### config.mk
export PLATFORM = sky130hd
export DESIGN_NAME = ofct_ctrl
export DESIGN_NICKNAME = d
export VERILOG_FILES = /design/src/hw/rtl/ofct_pkg.sv /design/src/hw/rtl/ofct_ctrl.sv
export SDC_FILE = /design/constraint.sdc
export NUM_CORES = 1
export LEC_CHECK = 0
export BUFFER_PORTS_ARGS = -buffer_cell sky130_fd_sc_hd__buf_2
export CORE_AREA = 2 2 39 41
export DETAILED_ROUTE_END_ITERATION = 16
export DIE_AREA = 0 0 41 43
export PLACE_DENSITY = 0.34
export SLEW_MARGIN = 30
export SYNTH_ARGS = -nofsm -noshare
export SYNTH_HDL_FRONTEND = slang
export SYNTH_SLANG_ARGS = --single-unit
### constraint.sdc
create_clock -name aclk -period 1.9 [get_ports aclk]
set_input_delay 0.095 -clock aclk [delete_from_list [all_inputs] [get_ports aclk]]
set_output_delay 0.095 -clock aclk [all_outputs]
set_load 0.1 [all_outputs]
### src/hw/rtl/ofct_pkg.sv
// shared types, codes and limits for the overlap framing corner turn
`default_nettype none

package ofct_pkg;

    localparam int MAX_WORDS_DEF   = 65536;
    localparam int SAMPLE_BITS_DEF = 16;

    localparam int CFG_INDEX_W = 3;
    localparam int CFG_DATA_W  = 17;

    localparam logic [CFG_INDEX_W-1:0] REG_FRAME_BINS    = 3'd0;
    localparam logic [CFG_INDEX_W-1:0] REG_OVERLAP       = 3'd1;
    localparam logic [CFG_INDEX_W-1:0] REG_FRAME_COUNT   = 3'd2;
    localparam logic [CFG_INDEX_W-1:0] REG_CHANNEL_COUNT = 3'd3;
    localparam logic [CFG_INDEX_W-1:0] REG_POL_PAIRS     = 3'd4;
    localparam logic [CFG_INDEX_W-1:0] REG_CHUNK_LENGTH  = 3'd5;

    localparam logic OP_LOAD = 1'b0;
    localparam logic OP_READ = 1'b1;

    localparam logic [1:0] STATUS_OK       = 2'd0;
    localparam logic [1:0] STATUS_MISMATCH = 2'd1;
    localparam logic [1:0] STATUS_OVERFLOW = 2'd2;

    typedef struct packed {
        logic [12:0] frame_bins;
        logic [10:0] overlap;
        logic [8:0]  frame_count;
        logic [8:0]  channel_count;
        logic [1:0]  pol_pairs;
        logic [16:0] chunk_length;
        logic [12:0] nb;
        logic [8:0]  nf;
        logic [8:0]  nc;
        logic [1:0]  np;
        logic [13:0] hop;
    } cfg_t;

    typedef struct packed {
        logic in_valid;
        logic in_op;
        logic out_free;
    } ctrl_stat_t;

    typedef struct packed {
        logic load;
        logic mul;
        logic addr;
        logic out_load;
    } ctrl_cmd_t;

    typedef enum logic [1:0] {
        ST_IDLE,
        ST_MUL,
        ST_ADDR,
        ST_OUT
    } state_t;

endpackage

`default_nettype wire

### src/hw/rtl/ofct_ctrl.sv
// sequencing state machine for loads and reads
`default_nettype none

module ofct_ctrl (
    input  wire logic                 aclk,
    input  wire logic                 aresetn,
    input  wire ofct_pkg::ctrl_stat_t stat,
    output ofct_pkg::ctrl_cmd_t       cmd,
    output logic                      s_tready
);
    import ofct_pkg::*;

    state_t state_reg, state_next;

    always_comb begin
        state_next = state_reg;
        unique case (state_reg)
            ST_IDLE: begin
                if (stat.in_valid && stat.in_op == OP_READ) state_next = ST_MUL;
            end
            ST_MUL:  state_next = ST_ADDR;
            ST_ADDR: state_next = ST_OUT;
            ST_OUT: begin
                if (stat.out_free) state_next = ST_IDLE;
            end
            default: state_next = ST_IDLE;
        endcase
    end

    always_comb begin
        cmd      = '0;
        s_tready = 1'b0;
        unique case (state_reg)
            ST_IDLE: begin
                s_tready = 1'b1;
                cmd.load = stat.in_valid && stat.in_op == OP_LOAD;
            end
            ST_MUL:  cmd.mul  = 1'b1;
            ST_ADDR: cmd.addr = 1'b1;
            ST_OUT:  cmd.out_load = stat.out_free;
            default: ;
        endcase
    end

    always_ff @(posedge aclk) begin
        if (!aresetn) begin
            state_reg <= ST_IDLE;
        end else begin
            state_reg <= state_next;
        end
    end

endmodule

`default_nettype wire

---- After elaboration in Yosys (flattened, before gate mapping) ----
Index checks and enable logic that the tools add are counted.
Widths: inputs -> output; s select.
word-level totals
  logic and storage cells ................. 19
  register bits after elaboration ......... 2
  output and inout bits ................... 5
  input bits .............................. 5
cells by class
  mux-type cells .......................... 8
  bitwise gates (word level) .............. 1
  equality and inequality tests ........... 5
  reduce and logical (&&, ||, !) cells .... 4
operator list
  operator            number
  $pmux 2 s4          1
  $mux 1              5
  $eq 2x2->1 const B  2
  $mux 2              2
  $ne 2x2->1 const B  2
  $eq 2x1->1 const B  1
  $logic_and 1x1->1   2
  $logic_not 2->1     1
  $reduce_and 2->1    1
  $not 1->1           1

---- Logic depth before layout (Yosys ltp) ----
Gate-level depths: netlist of the first run.
  depth in word-level cells ............... 3
  gate-level depth with buffers ........... 4

---- Worst setup path after synthesis of the first run ----
No wires, ideal clock.
  path type ............................... register -> output
  start ................................... register state_reg[0]
  end ..................................... output port cmd[3] in the netlist's numbering
  buffers on the path ..................... 0
  slack ................................... -826 ps
  data arrival time ....................... 2631 ps
  stages on the path, launching flop included .. 5
  cells stage by stage .................... dfxtp_1 -> inv_1 -> ha_1 -> nand2_1 -> nor2_1
RTL lines
  what                      line             source
  start: declaration        ofct_ctrl.sv:13  state_t state_reg, state_next;
  start signal: assignment  ofct_ctrl.sv:49  state_reg <= state_next;
  end: declaration          ofct_ctrl.sv:8   output ofct_pkg::ctrl_cmd_t cmd,

==> impl_summary.log, run 1 <==
[metrics] transition time at the pin with the least slew margin: slightly below 0.5 ns
[metrics] Syn Std Cell Area: roughly 170 µm²
[metrics] area enclosed by the die boundary: approximately 1800 µm²
[metrics] total negative slack for setup checks: 0 ns
[metrics] per-cell routed wire length: ~7.7 µm
[metrics] antenna diode count: 0
[metrics] R2R Setup Slk: approximately 0.75 ns
[metrics] Critical Path Fanout Max: 4
[metrics] first-pass GRT wire length: about 660 µm
[metrics] register area: ~40 µm²
[metrics] fin crit period: between 1.5 and 2 ns
[metrics] gr usage total: 6.10%
[metrics] status: finished, final reports clean
[metrics] die width: slightly above 40 µm
[metrics] count of hold-fix buffers inserted at cts: 0
[metrics] Critical Path Sink Type: output port
[metrics] average via count per standard cell: between 3 and 4
[metrics] fmax: 657 MHz
[metrics] fin nets: 42
[metrics] maximum number of pins on one net before global-route repair: 5
[metrics] floorplan row count: 14
[metrics] # port buffers: 9
[metrics] count of unresolved DRC violations after routing: 0
[metrics] headroom to the max-slew limit: between 60% and 70%
[metrics] fraction of final layout cells with drive strength greater than 1: about 55%
[metrics] xor/xnor share of the synthesized area: 0%
[metrics] I/O Pins: 10
[metrics] floorplan die height: approximately 43 µm
[metrics] number of vias after detailed routing: approximately 170
[metrics] Initial Utilization: around 12%
[metrics] number of CTS-inserted buffers: 3
[metrics] count of final setup violators: 0
[metrics] classification of the worst-slack hold path: in2reg
[metrics] post-CTS repair timing setup buffer count: 0
[metrics] WL final: roughly 360 µm
[metrics] number of slew-limit violations in the final report: 0
[metrics] clock tree from TritonCTS: yes
[metrics] number of instances resized during post-cts repair: 0
[metrics] Max Root-Sink Buffers: 2
[metrics] critical path data required time: between 1.5 and 2 ns
[metrics] Worst path max stage delay: 0.42 ns
[metrics] drt initial violations: 2
[metrics] DP Worst Slack: between 0.5 and 0.6 ns
[metrics] origin of the critical flop-to-flop path: state_reg[0]
[metrics] total overflow reported by the global router: 0
[metrics] number of fill cells in the layout: around 160
[metrics] Layout Area Growth over Synthesis: 56.5%
[metrics] portion of netlist area occupied by mux cells: 5.80%
[metrics] setup repair after global routing missed its margin: no
[metrics] Ys Warns: 0
[metrics] share of the yosys chip area belonging to registers: 23.2%
[metrics] multi-input combinational cell area: about 140 µm²
[metrics] mean cell area of the mapped netlist: 9.09 µm²
[metrics] slowest stage cell on the critical path: buf_2
[metrics] share of the clock period used by the worst path after layout: roughly four fifths
[metrics] critical setup path kind: reg2out
[metrics] number of library cell types mapped by synthesis: 11
[metrics] flip-flop and latch count after synthesis: 2
[metrics] number of hold violations in the final report: 0
[metrics] simple-gate share of the synthesized area: 23.2%
[metrics] startpoint type of the worst setup path: flip-flop
[metrics] adder and majority cell fraction of the synthesized area: around 29%
[metrics] area fraction in compound gates after synthesis: between 10 and 15%
[metrics] CP arrival: around 1.4 ns
[metrics] worst path cell trace: inv_1 -> ha_2 -> nand2_1 -> nor2_4 -> buf_2
[metrics] least setup slack across all paths after layout: around 0.38 ns
[metrics] Critical R2R Capture: state_reg[0]
[metrics] Final Wtd Congestion: about 0.56
[metrics] CP Launch Point: state_reg[1]
[metrics] worst setup path endpoint: cmd[3]
[metrics] number of global-route vias before repair: between 150 and 200
[metrics] Post-Synthesis Cells: 19
[metrics] TritonRoute pass-1 iters: 4
[metrics] post-synthesis net count: 28
[metrics] number of antenna violations at the first check in global routing: 0
[metrics] count of nets left with antenna violations after detail routing: 0
[metrics] H-tree Lvls: 1
[metrics] clock insertion delay at the later pin of the skew report: roughly 0.22 ns
[metrics] worst reg2reg path depth: 4
[metrics] clock transition at the registers of the reported paths: roughly 0.030 ns
[metrics] CTS Root Buffer Type: clkbuf_4
[metrics] area of the core: between 1000 and 1500 µm²
[metrics] worst-case clock skew: 0.00286 ns
[metrics] Maximum Capacitance Violations: 0
[metrics] combinational family with the most area after synthesis: adder cells
[metrics] Largest register FFs: 2
[metrics] number of sinks on the clock net: 2
## worst min-delay path by stage
| stage | startpoint | end | slack (ns) | depth (start not counted) |
|---|---|---|---|---|
| 4_1_cts | aresetn | state_reg[1] | 0.16 | 3 |
| 3_5_place_dp | aresetn | state_reg[1] | 0.40 | 3 |
| 2_1_floorplan | aresetn | state_reg[1] | 0.24 | 2 |
| 5_1_grt | aresetn | state_reg[1] | 0.17 | 3 |
| 3_3_place_gp | aresetn | state_reg[1] | 0.38 | 3 |
| 6_report | aresetn | state_reg[1] | 0.17 | 3 |
## layout make-up
type / instances / area share [%]
clock buffers: 3 / 8.33
inverters: 2 / 2.78
multi-input cells: 15 / 50.0
flip-flops and latches: 2 / 14.8
well taps: 16 / 7.41
repair buffers: 9 / 16.7
## cells by family after synthesis
family / after synthesis
compound gates: 3
fa+ha+maj: 4
buf+inv: 2
flops: 2
mux: 1
simple gates: 7
## layer usage
layer	track usage, %	vias up	wire (µm)
li1	-	87	-
met1	6.98	70	164
met2	6.56	9	136
met3	4.71	0	59
met4	6.00	0	0
met5	0	-	0
## critical path: cells and delay by family, from the launching register on
family | cells | cell delay [ns]
simple gates | 2 | 0.16
fa+ha+maj | 1 | 0.21
flops | 1 | 0.33
buf+inv | 2 | 0.51
## cells in the final DEF (no fill, tap or decap), drive strengths merged
cell type / count
nor2: 1
a21oi: 1
clkbuf: 3
dfxtp: 2
o31a: 1
nand2: 4
nor2b: 1
inv: 2
o21a: 1
buf: 9
ha: 4
and2: 1
mux2i: 1
## metrics by stage
| step | hold WS [ns] | cell area [µm²] | util, % | instances |
|---|---|---|---|---|
| 2_1_floorplan | 0.241 | 183 | - | 19 |
| 3_3_place_gp | 0.384 | 248 | 17.9 | 44 |
| 3_5_place_dp | 0.397 | 248 | 17.9 | 44 |
| 4_1_cts | 0.158 | 270 | 19.5 | 47 |
| 5_1_grt | 0.166 | 270 | 19.5 | 47 |
| 6_report | 0.169 | 270 | 19.5 | 47 |
## cell usage after synthesis (all sizes together)
cell type,number,area share [%]
ha,4,29
nand2,4,8.7
dfxtp,2,23
inv,2,4.3
a21oi,1,5.1
and2,1,4.3
mux2i,1,5.8
nor2,1,2.2
nor2b,1,8.0
o21a,1,4.3
o31a,1,5.1
Power of run 1 is left out: the tool's default activity adds up to more than one toggle a clock period on the data nets, which glitch-free logic cannot reach.
==> run 2: changes to the inputs <==
--- a/config.mk
+++ b/config.mk
@@ -9,7 +9,7 @@
 export CORE_AREA = 2 2 39 41
 export DETAILED_ROUTE_END_ITERATION = 16
 export DIE_AREA = 0 0 41 43
-export PLACE_DENSITY = 0.34
+export PLACE_DENSITY = 0.35
 export SLEW_MARGIN = 30
 export SYNTH_ARGS = -nofsm -noshare
 export SYNTH_HDL_FRONTEND = slang
==> constraint.sdc (replaced) <==
create_clock -name aclk -period 1.4 [get_ports aclk]
set_input_delay 0.07 -clock aclk [delete_from_list [all_inputs] [get_ports aclk]]
set_output_delay 0.07 -clock aclk [all_outputs]
set_load 0.1 [all_outputs]
==> run 2 against run 1 <==
Against the previous run: critical path depth did not move; utilization is 5.2 points higher; sequential share of layout area fell by 3.1 points; non-clock buffer count unchanged; cell area up 27%; wire length up 5.0%; largest cell class unchanged.
==> impl_summary.log, run 2 (same netlist as run 1, synthesis figures left out) <==
[metrics] number of CTS-inserted buffers: 3 (unchanged)
[metrics] CP Launch Point: state_reg[0]
[metrics] DP Worst Slack: 0.216 ns (-0.379 ns)
[metrics] setup repair after global routing missed its margin: no
[metrics] H-tree Lvls: 1 (unchanged)
[metrics] worst hold start: aresetn
[metrics] CTS Root Buffer Type: clkbuf_4
[metrics] number of slew-limit violations in the final report: 0 (unchanged)
[metrics] gr usage total: 5.81% (-0.29 points)
[metrics] R2R Setup Slk: 0.23 ns (-0.52 ns)
[metrics] status: finished, final reports clean
[metrics] share of the clock period used by the worst path after layout: 94.0%
[metrics] fmax: 760 MHz
[metrics] maximum number of pins on one net before global-route repair: 5 (unchanged)
[metrics] drt initial violations: 0 (-2)
[metrics] Maximum Capacitance Violations: 0 (unchanged)
[metrics] count of hold-fix buffers inserted at cts: 0 (unchanged)
[metrics] clock transition at the registers of the reported paths: 0.03 ns (about the same)
[metrics] total negative slack for setup checks: 0 ns (unchanged)
[metrics] most frequent standard cell in the layout excluding fill and tap cells: buf_2
[metrics] Final Wtd Congestion: 0.642 (+15%)
[metrics] fin crit period: around 1.3 ns
[metrics] Max Root-Sink Buffers: 2 (unchanged)
[metrics] fraction of final layout cells with drive strength greater than 1: 58.1% (+3.2 points)
[metrics] total overflow reported by the global router: 0 (unchanged)
[metrics] count of final setup violators: 0 (unchanged)
[metrics] I/O Pins: 10 (unchanged)
[metrics] clock insertion delay at the later pin of the skew report: 0.22 ns (about the same)
[metrics] critical setup path kind: reg2out
[metrics] post-CTS repair timing setup buffer count: 0 (unchanged)
[metrics] WL final: 378 µm (+5.0%)
[metrics] number of vias after detailed routing: 164 (-1.2%)
[metrics] CP arrival: 1.25 ns (-0.18 ns)
[metrics] headroom to the max-slew limit: 67.6% (-0.13 points)
[metrics] origin of the critical flop-to-flop path: state_reg[0]
[metrics] DPL Wire Length: between 300 and 400 µm
[metrics] Largest register FFs: 2 (unchanged)
[metrics] clock tree from TritonCTS: yes
[metrics] per-cell routed wire length: 8.04 µm (+5.0%)
[metrics] antenna diode count: 0 (unchanged)
[metrics] Critical Path Fanout Max: 4 (unchanged)
[metrics] top library cells by usage in the layout, fill and taps aside: buf_2, nand2_1, buf_12
[metrics] transition time at the pin with the least slew margin: 0.489 ns (+0.00203 ns)
[metrics] number of global-route vias before repair: 196 (+20%)
[metrics] number of sinks on the clock net: 2 (unchanged)
[metrics] critical path data required time: 1.33 ns (-0.47 ns)
[metrics] worst hold path depth: 3 (unchanged)
[metrics] fin nets: 42 (unchanged)
[metrics] first-pass GRT wire length: 621 µm (-5.2%)
[metrics] Critical Path Sink Type: output port
[metrics] number of instances resized during post-cts repair: 0 (unchanged)
[metrics] TritonRoute pass-1 iters: 1 (-3)
[metrics] average via count per standard cell: 3.49 (-1.2%)
[metrics] area of the core: 1380 µm² (unchanged)
[metrics] number of fill cells in the layout: 156 (+0.65%)
[metrics] worst reg2reg path depth: 4 (unchanged)
[metrics] hold_ws: 0.135 ns (-0.0334 ns)
[metrics] classification of the worst-slack hold path: in2reg
[metrics] startpoint type of the worst setup path: flip-flop
[metrics] Initial Utilization: 12.5% (unchanged)
[metrics] # port buffers: 9 (unchanged)
[metrics] floorplan row count: 14 (unchanged)
[metrics] worst-case clock skew: 0.000291 ns (-0.00257 ns)
[metrics] hold worst-path end: state_reg[1]
[metrics] least setup slack across all paths after layout: 0.0840 ns (-0.293 ns)
[metrics] number of antenna violations at the first check in global routing: 0 (unchanged)
[metrics] Util after Layout: 24.8% (+5.2 points)
[metrics] die width: 41 µm (unchanged)
[metrics] Layout Area Growth over Synthesis: 98.6%
[metrics] area enclosed by the die boundary: 1760 µm² (unchanged)
[metrics] Critical R2R Capture: state_reg[0]
[metrics] count of unresolved DRC violations after routing: 0 (unchanged)
[metrics] number of hold violations in the final report: 0 (unchanged)
[metrics] floorplan die height: 43 µm (unchanged)
[metrics] count of nets left with antenna violations after detail routing: 0 (unchanged)
[run 2: worst max-delay path, stage by stage, from the launching register on]
cell,delay [ns]
dfxtp_1,0.32
inv_1,0.13
ha_4,0.18
nand2_1,0.09
nor2_4,0.13
buf_12,0.18
[run 2: layout make-up]
cell class              count  area, µm²  share of cell area [%]
multi-input cells          15        148                    43.1
clock buffers               3       22.5                    6.57
repair buffers              9        105                    30.7
well taps                  16       20.0                    5.84
flip-flops and latches      2       40.0                    11.7
inverters                   2       7.51                    2.19
[run 2: metal layers]
metal / routed length [µm] / up-vias / global-route usage [%]
li1: - / 86 / -
met1: 118 / 73 / 3.82
met2: 225 / 5 / 9.69
met3: 33 / 0 / 1.57
met4: 0 / 0 / 8.00
met5: 0 / - / 0
[run 2: per-stage QoR]
stage	area [µm²]	cells
after floorplan	195	19
after global placement	320	44
after detailed placement	320	44
after CTS	343	47
after global routing	343	47
final	343	47
[run 2: worst max-delay path by stage]
stage	slack (ns)	cells past startpoint	endpoint
after CTS	0.06	5	cmd[3]
after detailed placement	0.22	4	state_reg[0]
after global placement	0.25	4	state_reg[0]
final	0.08	5	cmd[3]
after floorplan	-0.11	4	cmd[3]
after global routing	0.01	5	cmd[3]
Power of run 2 is left out for the same reason.
==> run 3: changes to the inputs <==
--- a/config.mk
+++ b/config.mk
@@ -10,6 +10,7 @@
 export DETAILED_ROUTE_END_ITERATION = 16
 export DIE_AREA = 0 0 41 43
 export PLACE_DENSITY = 0.35
+export SETUP_SLACK_MARGIN = 0.2
 export SLEW_MARGIN = 30
 export SYNTH_ARGS = -nofsm -noshare
 export SYNTH_HDL_FRONTEND = slang
==> run 3 against run 2 <==
Against the previous run: critical endpoint unchanged; fmax increased by 12%; sequential cell count unchanged; cell count increased by 2.1%; cell area increased by 0.73%; first-iteration DRC count increased by 1; die area unchanged; highest routed layer unchanged; register-to-register slack improved by 0.02 ns; global-route usage decreased by 0.61 points; count of clock-buffer cells in the layout unchanged; non-clock buffer count increased by 1; utilization increased by 0.18 points.
==> impl_summary.log, run 3 (same netlist as run 1, synthesis figures left out) <==
[metrics] status: finished, final reports clean
[metrics] number of fill cells in the layout: 147 (-5.8%)
[metrics] drt initial violations: 1 (+1)
[metrics] fin crit period: 1.17 ns (-0.141 ns)
[metrics] Util after Layout: 25.0% (+0.18 points)
[metrics] area of the core: 1380 µm² (unchanged)
[metrics] number of vias after detailed routing: 167 (+1.8%)
[metrics] clock tree from TritonCTS: yes
[metrics] CTS Root Buffer Type: clkbuf_4
[metrics] WL final: 375 µm (-0.79%)
[metrics] Buf+Inv Stages, Crit Path: 2 (unchanged)
[metrics] multi-input combinational cell area: 158 µm² (+6.8%)
[metrics] clock transition at the registers of the reported paths: 0.03 ns (about the same)
[metrics] critical path data required time: 1.33 ns (about the same)
[metrics] total overflow reported by the global router: 0 (unchanged)
[metrics] Worst path max stage delay: 0.35 ns (+0.03 ns)
[metrics] gr usage total: 5.20% (-0.61 points)
[metrics] average via count per standard cell: 3.48 (-0.29%)
[metrics] startpoint type of the worst setup path: flip-flop
[metrics] DP Worst Slack: 0.305 ns (+0.0896 ns)
[metrics] transition time at the pin with the least slew margin: 0.279 ns (-0.210 ns)
[metrics] fmax: 851 MHz (+12%)
[metrics] Layout Area Growth over Synthesis: 100%
[metrics] least setup slack across all paths after layout: 0.225 ns (+0.141 ns)
[metrics] Final Wtd Congestion: 0.553 (-14%)
[metrics] Maximum Capacitance Violations: 0 (unchanged)
[metrics] Initial Utilization: 12.5% (unchanged)
[metrics] area enclosed by the die boundary: 1760 µm² (unchanged)
[metrics] share of the clock period used by the worst path after layout: 83.9% (-10 points)
[metrics] register area: 45.0 µm² (+12%)
[metrics] fin nets: 43 (+2.4%)
[metrics] Critical Path Sink Type: output port
[metrics] worst-case clock skew: 0.00128 ns (+0.000986 ns)
[metrics] count of final setup violators: 0 (unchanged)
[metrics] number of global-route vias before repair: 165 (-16%)
[metrics] number of CTS-inserted buffers: 3 (unchanged)
[metrics] antenna diode count: 0 (unchanged)
[metrics] floorplan row count: 14 (unchanged)
[metrics] Critical Path Fanout Max: 4 (unchanged)
[metrics] critical setup path kind: reg2out
[metrics] Max Root-Sink Buffers: 2 (unchanged)
[metrics] total negative slack for setup checks: 0 ns (unchanged)
[metrics] slowest stage cell on the critical path: dfxtp_4
[metrics] maximum number of pins on one net before global-route repair: 5 (unchanged)
[metrics] setup repair after global routing missed its margin: yes
[metrics] per-cell routed wire length: 7.81 µm (-2.9%)
[metrics] number of antenna violations at the first check in global routing: 0 (unchanged)
[metrics] clock insertion delay at the later pin of the skew report: 0.22 ns (about the same)
[metrics] number of slew-limit violations in the final report: 0 (unchanged)
[metrics] headroom to the max-slew limit: 81.6% (+14 points)
[metrics] count of hold-fix buffers inserted at cts: 0 (unchanged)
[metrics] number of sinks on the clock net: 2 (unchanged)
[metrics] Largest register FFs: 2 (unchanged)
[metrics] die width: 41 µm (unchanged)
[metrics] top library cells by usage in the layout, fill and taps aside: buf_2, buf_4, nand2_1, clkbuf_4
[metrics] fraction of final layout cells with drive strength greater than 1: 78.1% (+20 points)
[metrics] I/O Pins: 10 (unchanged)
[metrics] floorplan die height: 43 µm (unchanged)
[metrics] TritonRoute pass-1 iters: 2 (+1)
[metrics] first-pass GRT wire length: 538 µm (-13%)
[metrics] number of hold violations in the final report: 0 (unchanged)
[metrics] category of cells accounting for the largest share of critical-path delay: flip-flops
[metrics] count of unresolved DRC violations after routing: 0 (unchanged)
[metrics] H-tree Lvls: 1 (unchanged)
[metrics] worst path cell trace: inv_4 -> ha_4 -> nand2_4 -> nor2_4 -> buf_12
[metrics] classification of the worst-slack hold path: in2reg
[metrics] # port buffers: 9 (unchanged)
[metrics] count of nets left with antenna violations after detail routing: 0 (unchanged)
[metrics] CP arrival: 1.10 ns (-0.15 ns)
-- run 3: changes by cell type in the layout (fill, tap and decap cells not counted), moves of 2 or more --
cell     change
buf_12       -2
buf_4        +4
dfxtp_1      -2
inv_1        -2
-- run 3: metal layers --
metal,global-route usage [%],part of all wire [%],vias up
met3,3.14,8.3,0
met4,6.00,0,0
met5,0,0,-
li1,-,-,88
met1,3.49,35,74
met2,8.13,57,5
-- run 3: worst paths after layout --
path	slack, ns	from	end	cells past startpoint
min	0.12	aresetn	state_reg[1]	3
max	0.23	state_reg[1]	cmd[3]	5
max reg2reg	0.25	state_reg[0]	state_reg[0]	5
min reg2reg	0.50	state_reg[1]	state_reg[1]	2
-- run 3: layout make-up --
type                    count  share of cell area [%]
well taps                  16                    5.80
flip-flops and latches      2                    13.0
inverters                   2                    2.90
multi-input cells          15                    45.7
repair buffers             10                    26.1
clock buffers               3                    6.52
-- run 3: worst register-to-register path, cell delays in order, from the launching register on --
cell and delay (ns):
dfxtp_2 0.35, inv_2 0.06, ha_4 0.17, buf_4 0.13, o31a_1 0.23, o21a_1 0.10
-- run 3: metrics by stage --
step | hold slack [ns] | area [µm²] | instances
finish | 0.120 | 345 | 48
global route | 0.138 | 345 | 48
CTS | 0.118 | 333 | 48
detailed placement | 0.353 | 295 | 44
global placement | 0.353 | 295 | 44
floorplan | 0.208 | 200 | 19
-- run 3: what timing repair did --
| item | 4_1_cts | 5_1_grt |
|---|---|---|
| buffers inserted | 1 | 0 |
| gates resized for setup | 3 | 4 |
| gates cloned | 0 | 0 |
| setup endpoints to repair | 4 | 3 |
| pin swaps | 2 | 2 |
| hold endpoints to repair | 0 | 0 |
Power of run 3 is left out for the same reason.
